`config.mk`:
```
export PLATFORM = sky130hd
export DESIGN_NAME = instruction_word_decoder
export DESIGN_NICKNAME = d
export VERILOG_FILES = /design/src/hw/rtl/iwd_pkg.sv /design/src/hw/rtl/iwd_decode.sv /design/src/hw/rtl/instruction_word_decoder.sv
export SDC_FILE = /design/constraint.sdc
export NUM_CORES = 1
export LEC_CHECK = 0
export BUFFER_PORTS_ARGS = -buffer_cell sky130_fd_sc_hd__buf_4
export CAP_MARGIN = 20
export CORE_ASPECT_RATIO = 2
export CORE_MARGIN = 10
export CORE_UTILIZATION = 45
export DETAILED_ROUTE_END_ITERATION = 8
export GPL_TIMING_DRIVEN = 0
export PLACE_DENSITY = 0.68
export SYNTH_ARGS = -nofsm -noshare
export SYNTH_HDL_FRONTEND = slang
export SYNTH_SLANG_ARGS = --single-unit
```
`constraint.sdc`:
```
create_clock -name clk -period 3.3 [get_ports clk]
set_clock_uncertainty 0.05 [all_clocks]
set_input_delay 0.66 -clock clk [delete_from_list [all_inputs] [get_ports clk]]
set_output_delay 0.66 -clock clk [all_outputs]
set_load 0.05 [all_outputs]
```
`src/hw/rtl/iwd_pkg.sv`:
```
package iwd_pkg;

  localparam int unsigned WordW = 16;
  localparam int unsigned OpW   = 6;
  localparam int unsigned RegW  = 7;
  localparam int unsigned ImmW  = 8;
  localparam int unsigned ModeW = 3;

  // Group codes, bits 15:12 of the word
  localparam logic [3:0] GRP_LPC    = 4'h0;
  localparam logic [3:0] GRP_SSP    = 4'h3;
  localparam logic [3:0] GRP_MEM    = 4'h4;
  localparam logic [3:0] GRP_MOV    = 4'h5;
  localparam logic [3:0] GRP_ALU    = 4'h6;
  localparam logic [3:0] GRP_SHIFT  = 4'h7;
  localparam logic [3:0] GRP_LLZ    = 4'h8;
  localparam logic [3:0] GRP_LH     = 4'hB;
  localparam logic [3:0] GRP_BRREL  = 4'hC;
  localparam logic [3:0] GRP_BRREG  = 4'hD;

  // Sub-operation codes
  localparam logic [3:0] SUB_MOV    = 4'h6;
  localparam logic [3:0] SUB_SWAP   = 4'hE;
  localparam logic [3:0] SUB_ALU_MAX = 4'hB;
  localparam logic [3:0] SUB_BR_MAX = 4'hB;
  localparam logic [3:0] SUB_CALL   = 4'hF;
  localparam logic [2:0] SUB_SH_BAD = 3'h7;
  localparam logic [WordW-1:0] WORD_HALT = 16'hFFFF;

  // Operation ids
  localparam logic [OpW-1:0] OP_UNKNOWN = 6'd0;
  localparam logic [OpW-1:0] OP_LPC     = 6'd1;
  localparam logic [OpW-1:0] OP_LDW     = 6'd5;
  localparam logic [OpW-1:0] OP_MOV     = 6'd6;
  localparam logic [OpW-1:0] OP_STW     = 6'd7;
  localparam logic [OpW-1:0] OP_SWAP    = 6'd8;
  localparam logic [OpW-1:0] OP_ALU     = 6'd9;
  localparam logic [OpW-1:0] OP_SHIFT   = 6'd21;
  localparam logic [OpW-1:0] OP_LLZ     = 6'd28;
  localparam logic [OpW-1:0] OP_BRANCH  = 6'd32;
  localparam logic [OpW-1:0] OP_CALL    = 6'd44;
  localparam logic [OpW-1:0] OP_HALT    = 6'd45;

  typedef struct packed {
    logic [OpW-1:0]   op_id;
    logic [RegW-1:0]  dest_reg;
    logic [RegW-1:0]  src_reg;
    logic [ImmW-1:0]  imm_value;
    logic [ImmW-1:0]  branch_offset;
    logic [WordW-1:0] target_addr;
    logic [ModeW-1:0] addr_mode;
    logic             shift_by_imm;
    logic             branch_by_reg;
  } dec_t;

endpackage

```
`src/hw/rtl/iwd_decode.sv`:
```
module iwd_decode (
  input  logic [iwd_pkg::WordW-1:0] word,
  input  logic [iwd_pkg::WordW-1:0] addr,
  output iwd_pkg::dec_t             dec
);
  import iwd_pkg::*;

  logic [3:0]       grp, hi, mid, lo;
  logic [7:0]       lsb;
  logic             add_en;
  logic             add_one;
  logic [WordW-1:0] add_op;

  assign grp = word[15:12];
  assign hi  = word[11:8];
  assign mid = word[7:4];
  assign lo  = word[3:0];
  assign lsb = word[7:0];

  always_comb begin
    dec     = '0;
    add_en  = 1'b0;
    add_one = 1'b0;
    add_op  = {8'h00, lsb};
    unique case (grp) inside
      [GRP_LPC:GRP_SSP]: begin
        dec.op_id     = OP_LPC + {2'b00, grp};
        dec.dest_reg  = {3'b000, hi};
        dec.imm_value = lsb;
        add_en        = 1'b1;
        add_one       = ~grp[0];   // lpc/spc are pc+1 relative
      end
      GRP_MEM: begin
        if (lo[2:0] <= 3'h4) begin
          dec.op_id     = lo[3] ? OP_STW : OP_LDW;
          dec.addr_mode = lo[2:0];
          dec.dest_reg  = {3'b000, hi};
          dec.src_reg   = {3'b000, mid};
        end else if (lo == SUB_MOV || lo == SUB_SWAP) begin
          dec.op_id    = (lo == SUB_MOV) ? OP_MOV : OP_SWAP;
          dec.dest_reg = {3'b000, hi};
          dec.src_reg  = {3'b000, mid};
        end
      end
      GRP_MOV: begin
        dec.op_id = OP_MOV;
        if (word[7]) begin
          dec.dest_reg = word[6:0];
          dec.src_reg  = {3'b000, hi};
        end else begin
          dec.dest_reg = {3'b000, hi};
          dec.src_reg  = word[6:0];
        end
      end
      GRP_ALU: begin
        if (lo <= SUB_ALU_MAX) begin
          dec.op_id    = OP_ALU + {2'b00, lo};
          dec.dest_reg = {3'b000, hi};
          dec.src_reg  = {3'b000, mid};
        end
      end
      GRP_SHIFT: begin
        if (lo[2:0] != SUB_SH_BAD) begin
          dec.op_id        = OP_SHIFT + {3'b000, lo[2:0]};
          dec.shift_by_imm = lo[3];
          dec.dest_reg     = {3'b000, hi};
          dec.src_reg      = {3'b000, mid};
        end
      end
      [GRP_LLZ:GRP_LH]: begin
        dec.op_id     = OP_LLZ + {4'h0, grp[1:0]};
        dec.dest_reg  = {3'b000, hi};
        dec.imm_value = lsb;
      end
      GRP_BRREL: begin
        if (hi <= SUB_BR_MAX) begin
          dec.op_id         = OP_BRANCH + {2'b00, hi};
          dec.branch_offset = lsb;
          add_en            = 1'b1;
          add_one           = 1'b1;
          add_op            = {{8{lsb[7]}}, lsb};
        end
      end
      GRP_BRREG: begin
        if (hi <= SUB_BR_MAX) begin
          dec.op_id         = OP_BRANCH + {2'b00, hi};
          dec.src_reg       = {3'b000, lo};
          dec.branch_by_reg = 1'b1;
        end else if (hi == SUB_CALL) begin
          dec.op_id         = OP_CALL;
          dec.dest_reg      = {3'b000, mid};
          dec.src_reg       = {3'b000, lo};
          dec.branch_by_reg = 1'b1;
        end
      end
      default: begin
        if (word == WORD_HALT) dec.op_id = OP_HALT;
      end
    endcase
    if (add_en) begin
      dec.target_addr = addr + add_op + {{(WordW-1){1'b0}}, add_one};
    end
  end

endmodule

```
`src/hw/rtl/instruction_word_decoder.sv`:
```
// Channel  | Signals                                        | Handshake
// ---------+------------------------------------------------+-----------------------
// command  | inst_word, inst_addr                           | start & !busy
// result   | op_id, dest_reg, src_reg, imm_value,           | done, one cycle
//          | branch_offset, target_addr, addr_mode,         |
//          | shift_by_imm, branch_by_reg                    |
//
// One transaction per clock; busy never rises, so start may be held every cycle.
// Input register, then decode and the 16-bit target adder into the result register;
// done is registered alongside the result register, so both appear together.
// Synchronous reset clears the valid pipeline only; no result is lost outside reset.
// The receiver cannot stall: each result is shown for exactly one cycle.
module instruction_word_decoder (
  input  logic                         clk,
  input  logic                         rst,
  input  logic                         start,
  output logic                         busy,
  input  logic [iwd_pkg::WordW-1:0]    inst_word,
  input  logic [iwd_pkg::WordW-1:0]    inst_addr,
  output logic                         done,
  output logic [iwd_pkg::OpW-1:0]      op_id,
  output logic [iwd_pkg::RegW-1:0]     dest_reg,
  output logic [iwd_pkg::RegW-1:0]     src_reg,
  output logic [iwd_pkg::ImmW-1:0]     imm_value,
  output logic signed [iwd_pkg::ImmW-1:0] branch_offset,
  output logic [iwd_pkg::WordW-1:0]    target_addr,
  output logic [iwd_pkg::ModeW-1:0]    addr_mode,
  output logic                         shift_by_imm,
  output logic                         branch_by_reg
);
  import iwd_pkg::*;

  logic             vld;
  logic [WordW-1:0] word;
  logic [WordW-1:0] addr;
  dec_t             dec_next;
  dec_t             res;

  assign busy = 1'b0;

  iwd_decode u_decode (
    .word (word),
    .addr (addr),
    .dec  (dec_next)
  );

  always_ff @(posedge clk) begin
    if (rst) begin
      vld  <= 1'b0;
      done <= 1'b0;
    end else begin
      vld  <= start;
      done <= vld;
    end
    if (start) begin
      word <= inst_word;
      addr <= inst_addr;
    end
    if (vld) begin
      res <= dec_next;
    end
  end

  assign op_id         = res.op_id;
  assign dest_reg      = res.dest_reg;
  assign src_reg       = res.src_reg;
  assign imm_value     = res.imm_value;
  assign branch_offset = res.branch_offset;
  assign target_addr   = res.target_addr;
  assign addr_mode     = res.addr_mode;
  assign shift_by_imm  = res.shift_by_imm;
  assign branch_by_reg = res.branch_by_reg;

  a_done_follows_vld: assert property (@(posedge clk) disable iff (rst)
    done |-> $past(vld))
    else $error("result strobe without a decoded transaction");

  a_unknown_clean: assert property (@(posedge clk) disable iff (rst)
    (done && op_id == OP_UNKNOWN) |-> (dest_reg == '0 && src_reg == '0 &&
      imm_value == '0 && target_addr == '0 && addr_mode == '0 &&
      !shift_by_imm && !branch_by_reg))
    else $error("unknown op carries nonzero fields");

  a_flags_exclusive: assert property (@(posedge clk) disable iff (rst)
    done |-> !(shift_by_imm && branch_by_reg))
    else $error("shift and register-branch flags both set");

  a_mode_only_mem: assert property (@(posedge clk) disable iff (rst)
    (done && addr_mode != '0) |-> (op_id == OP_LDW || op_id == OP_STW))
    else $error("addressing mode on a non load/store op");

endmodule

```
## Yosys cells after proc, flatten, opt, wreduce, memory -nomap -nowiden

Cells that the tools add are included.
W data, S select, Z words.

- Add/sub/neg operators: 7
- Order comparisons: 7
- Eq/ne operators: 11
- Muxes and demuxes: 23
- Bitwise gates (word level): 1
- Reductions and logical operators: 7

Operator list:

| kind | number |
|---|---|
| $mux W20 | 5 |
| $pmux W6 S8 | 1 |
| $pmux W7 S6 | 1 |
| $pmux W7 S5 | 1 |
| $mux W16 | 2 |
| $eq A4 B3 Y1 const B | 5 |
| $mux W6 | 3 |
| $add A16 B1 Y16 | 1 |
| $add A16 B16 Y16 | 1 |
| $eq A16 B16 Y1 const B | 1 |
| $eq A4 B4 Y1 const B | 4 |
| $mux W14 | 1 |
| $mux W7 | 2 |
| $le A4 B4 Y1 const B | 3 |
| $add A5 B2 Y6 const A | 1 |
| $add A5 B3 Y6 const A | 1 |
| $add A6 B4 Y6 const A | 1 |
| $reduce_and A2 Y1 | 3 |
| $add A1 B4 Y5 const A | 1 |
| $add A4 B4 Y5 const A | 1 |
| $ge A4 B1 Y1 const B | 1 |
| $ge A4 B4 Y1 const B | 1 |
| $le A4 B2 Y1 const B | 1 |
| $mux W4 | 1 |
| other kinds (9) | 13 |

- Register bits: 91
- Input bits: 35
- Output and inout bits: 59
- Word-level logic and storage cells: 69

## Depth between registers and ports, before layout

- Depth in word-level cells: 5
- Mapped depth: 11
- Mapped depth without buffers: 11

## Hierarchy

Synthesis repeated with hierarchy kept, for this count alone.

- Cells, all modules: 380
- Area total of the unflattened synthesis: 4,536.9 um2

Modules (own cells, without submodules):

| module | instances | cells each | area an instance (um2) | sequential area each (um2) |
|---|---|---|---|---|
| instruction_word_decoder | 1 | 95 | 2,736.4 | 2,712.6 |
| iwd_decode | 1 | 285 | 1,800.5 | 0.0 |

## Worst setup path after synthesis

No wires, ideal clock.

- Kind: reg2reg
- From: register word[12]
- To: register res (netlist bit target_addr[14]), data pin
- Library setup time: 258 ps
- Data arrival time: 2,498 ps
- Required time: 2,992 ps
- Setup slack: 494 ps
- Stages on the path, launching flop included: 12
- Path buffers: 0
- Period minus slack after synthesis: 2,806 ps
- Path through: edfxtp_1 inv_1 ha_1 nand3_1 nor2_1 a21o_1 fa_1 a21oi_1 o2111ai_1 a21oi_1 o211a_1 mux2i_1

- Longest elaborated chain between the ends: 4
- Elaborated cells between the ends (all ways): 10
- Classes of those cells: add/sub: 2; order compare: 2; eq/ne: 1; mux: 3; bitwise: 1; reduce/logical: 1

Ends and longest elaborated chain:

| what | line | source |
|---|---|---|
| start: declaration | instruction_word_decoder.sv:34 | `logic [WordW-1:0] word;` |
| start signal: assignment | instruction_word_decoder.sv:56 | `word <= inst_word;` |
| $eq A4 B4 Y1 (no line) (tied with other cells) | - |  |
| $mux W16 or $logic_and A1 B1 Y1 (tied branches) | - |  |
| $add A16 B16 Y16 or $pmux W1 S2 (tied branches) | iwd_decode.sv:101, iwd_decode.sv:25 |  |
| $add A16 B1 Y16 | iwd_decode.sv:101 | `dec.target_addr = addr + add_op + {{(WordW-1){1'b0}}, add_one};` |
| end signal: assignment | instruction_word_decoder.sv:60 | `res <= dec_next;` |
| end: declaration | instruction_word_decoder.sv:37 | `dec_t res;` |

Several ways; a longest one is shown, not always the timed one.
A chain may end at the register's enable or synchronous reset.

## Final worst setup path

- From: register word[12]
- To: register res (netlist bit target_addr[10]), data pin

The elaborated chain is that of the path after synthesis.

==> flow_metrics.py <==
metrics = {
    "yosys": {
        "syn_avg_cell_area_um2": 12.4,
        "synthArstFlopShare_pct": 0,
        "yosysWarnings": 0,
        "synth_nets": 413,
        "synth-edff-count": 89,
        "syn_area_mm2": 0.00439,
        "synth_xor_area_share_pct": 1.80,
        "synth-compound-area-share_pct": 10.9,
        "ys_ff_latch": 91,
        "seq_area_frac_synth_pct": 61.8,
        "postSynthCellCount": 354,
        "synth_top_family_by_area": "simple AND/OR/NAND/NOR gates",
        "synth_flop_cell": "edfxtp_1",
        "synthAdderAreaFrac_pct": 7.01,
        "muxShareOfSynthArea_pct": 1.14,
        "yosys.area_share.simple_pct": 14.8,
        "ys_types": 57,
    },
    "die": {
        "core_mm2": 0.00964,
        "start_util_pct": 45.6,
        "rows": 51,
        "dieWidth_um": 89.8,
        "die_area_mm2": 0.0143,
        "pin_count": 94,
        "die_y_um": 160,
    },
    "timing": {
        "slew_headroom_pct": 56.4,
        "rsz0062_at_grt": "false",
        "slew_viol_final": 0,
        "holdWs_ns": 0.415,
        "hold_violations": 0,
        "period_share_pct": 96.9,
        "fmax_ghz": 0.313,
        "setup_viol": 0,
        "tightestPinTransition_ns": 0.654,
        "layout_setup_ws_ns": 0.104,
        "finalSetupTns_ns": 0,
        "fin_crit_ns": 3.20,
    },
    "place": {
        "gp_congestion": 0.971,
        "pre_cts_slack_ns": -0.325,
        "place_area_mm2": 0.00527,
        "portBuffers": 92,
        "dp_hpwl_mm": 9.42,
        "placed_cells": 579,
    },
    "power_and_ir_drop": {
        "p_leak_nw": 2.12,
        "power_density_mw_per_mm2": 552,
        "peakVddDrop_uv": 379,
    },
    "detailed_routing": {
        "top_layer": "met4",
        "wl_met3_um": 645,
        "via_per_inst": 5.50,
        "totalWireLength_mm": 12.1,
        "vias": 3280,
        "firstDrtPassIters": 6,
        "drc_errors": 0,
        "final_antenna_net_count": 0,
        "post_drt_wl_per_cell_um": 20.3,
        "drtIter0Drc": 173,
        "met2WireLength_mm": 7.11,
        "wl_met1_mm": 3.62,
    },
    "final_layout": {
        "antennaDiodeCount": 0,
        "nFillCells": 829,
        "final_area_mm2": 0.00559,
        "syn_to_final_growth_pct": 27.4,
        "final_nets": 518,
        "layout-drive-gt1-share_pct": 27.2,
        "instances_no_fill": 596,
        "layout_common_cells": "buf_4 (95), edfxtp_1 (89), nor2_1 (32)",
        "layout_commonest_cell": "buf_4",
    },
    "setup_path": {
        "critPathKind": "flop to flop",
        "crit_fanout": 7,
        "worstPathArrival_ns": 3.29,
        "cp_slowest_cell": "fa_1",
        "path_buf_inv": 1,
        "end_kind": "flop",
        "crit-reg2reg-launch": "word[12]",
        "slowest_delay_ns": 0.47,
        "critPathRequiredTime_ns": 3.40,
        "worstPathCellList": "inv_1 > ha_2 > nand3_2 > nor2_1 > a21o_1 > fa_1 > a21oi_4 > o211ai_1 > a32o_1 > o21a_1 > nor3_2",
        "r2r_end": "target_addr[10]",
        "r2r_cells": 11,
        "crit_path_start_kind": "flop",
        "cpLargestDelayFamily": "compound AO/OA/AOI/OAI gates",
        "r2r_slack_ns": 0.10,
    },
    "outcome": {
        "outcome": "finished clean",
    },
    "clock_tree": {
        "clock_latency_ns": 0.35,
        "cts_max_path_buffers": 2,
        "clk_pin_slew_ns": 0.07,
        "cts_root_buffer": "clkbuf_16",
        "clock_sinks": 91,
        "cts_tree": "done",
        "htree_levels": 3,
        "cts_hold_repair.buffers": 0,
        "cts_buffers": 9,
    },
    "global_route": {
        "grt_pass1_vias": 3440,
        "grt_max_degree": 44,
        "grt-ovfl-total": 0,
        "antenna_found_initial": 0,
        "grtUsageTotal_pct": 16.6,
        "grt_pass1_wl_mm": 18.4,
    },
    "min_path": {
        "hold_end": "vld",
        "whs_path_depth": 2,
        "worstHoldPathType": "primary input to flop",
        "min_from": "rst",
    },
    "job": {
        "maxCapViolations": 0,
    },
}
## report_power, final
group | switching [mW] | internal (mW) | total, mW
sequential | 0.0480 | 1.37 | 1.42
clock | 0.469 | 0.523 | 0.991
combinational | 0.458 | 0.217 | 0.675
total | 0.975 | 2.11 | 3.09
## worst max-delay path by stage
stage | from | to | cells after the start
global placement | word[12] | target_addr[10] | 11
CTS | word[12] | target_addr[12] | 11
floorplan | word[12] | target_addr[14] | 11
detailed placement | word[12] | target_addr[10] | 11
global route | word[12] | target_addr[11] | 11
finish | word[12] | target_addr[10] | 11
## cell families after synthesis
kind of cell / Yosys count
xor+xnor: 9
mux: 5
fa+ha+maj: 24
other cells: 1
compound gates: 71
flops: 91
simple gates: 127
buf+inv: 26
## final cells by class
type / instances / area [um2] / share of cell area, %
buffer: 10 / 48.8 / 0.872
clock buffer: 9 / 225 / 4.03
clock inverter: 7 / 57.6 / 1.03
inverter: 16 / 60.1 / 1.07
multi-input combinational: 237 / 1600 / 28.7
sequential: 91 / 2710 / 48.5
tap: 132 / 165 / 2.95
timing repair buffer: 94 / 718 / 12.8
## through the flow
stage | util [%] | total power, mW
2_1_floorplan | - | 1.88
3_3_place_gp | 54.4 | 2.10
3_5_place_dp | 54.7 | 2.11
4_1_cts | 58.0 | 3.10
5_1_grt | 58.0 | 3.19
6_report | 58.0 | 3.09
## repair_timing
item / CTS / global route
resized for setup: 6 / 1
setup endpoints to repair: 8 / 5
buffers inserted: 1 / 0
pin swaps: 1 / 0
## metal layers
| metal | up-vias | GRT usage [%] |
|---|---|---|
| met2 | 126 | 32.9 |
| met3 | 36 | 3.94 |
| li1 | 1560 | - |
| met5 | - | 0 |
| met1 | 1558 | 13.4 |
| met4 | 0 | 11.5 |
## synthesized netlist by cell type, drive strengths merged (4+ instances only)
master	n	area share [%]
xor2	6	1.2
inv	16	1.4
a221o	4	0.91
nand3	8	0.91
ha	23	6.6
nor2b	7	1.0
nor4	6	0.86
a21oi	14	1.6
nand4	5	0.85
edfxtp	89	61
mux2i	5	1.1
a22oi	4	0.68
buf	7	0.85
o21a	5	0.86
and2	6	0.86
nor3	24	3.0
nand2	24	2.1
o21ai	18	2.1
nor2	32	2.7
No activity file was read; power rests on OpenSTA's default activity.
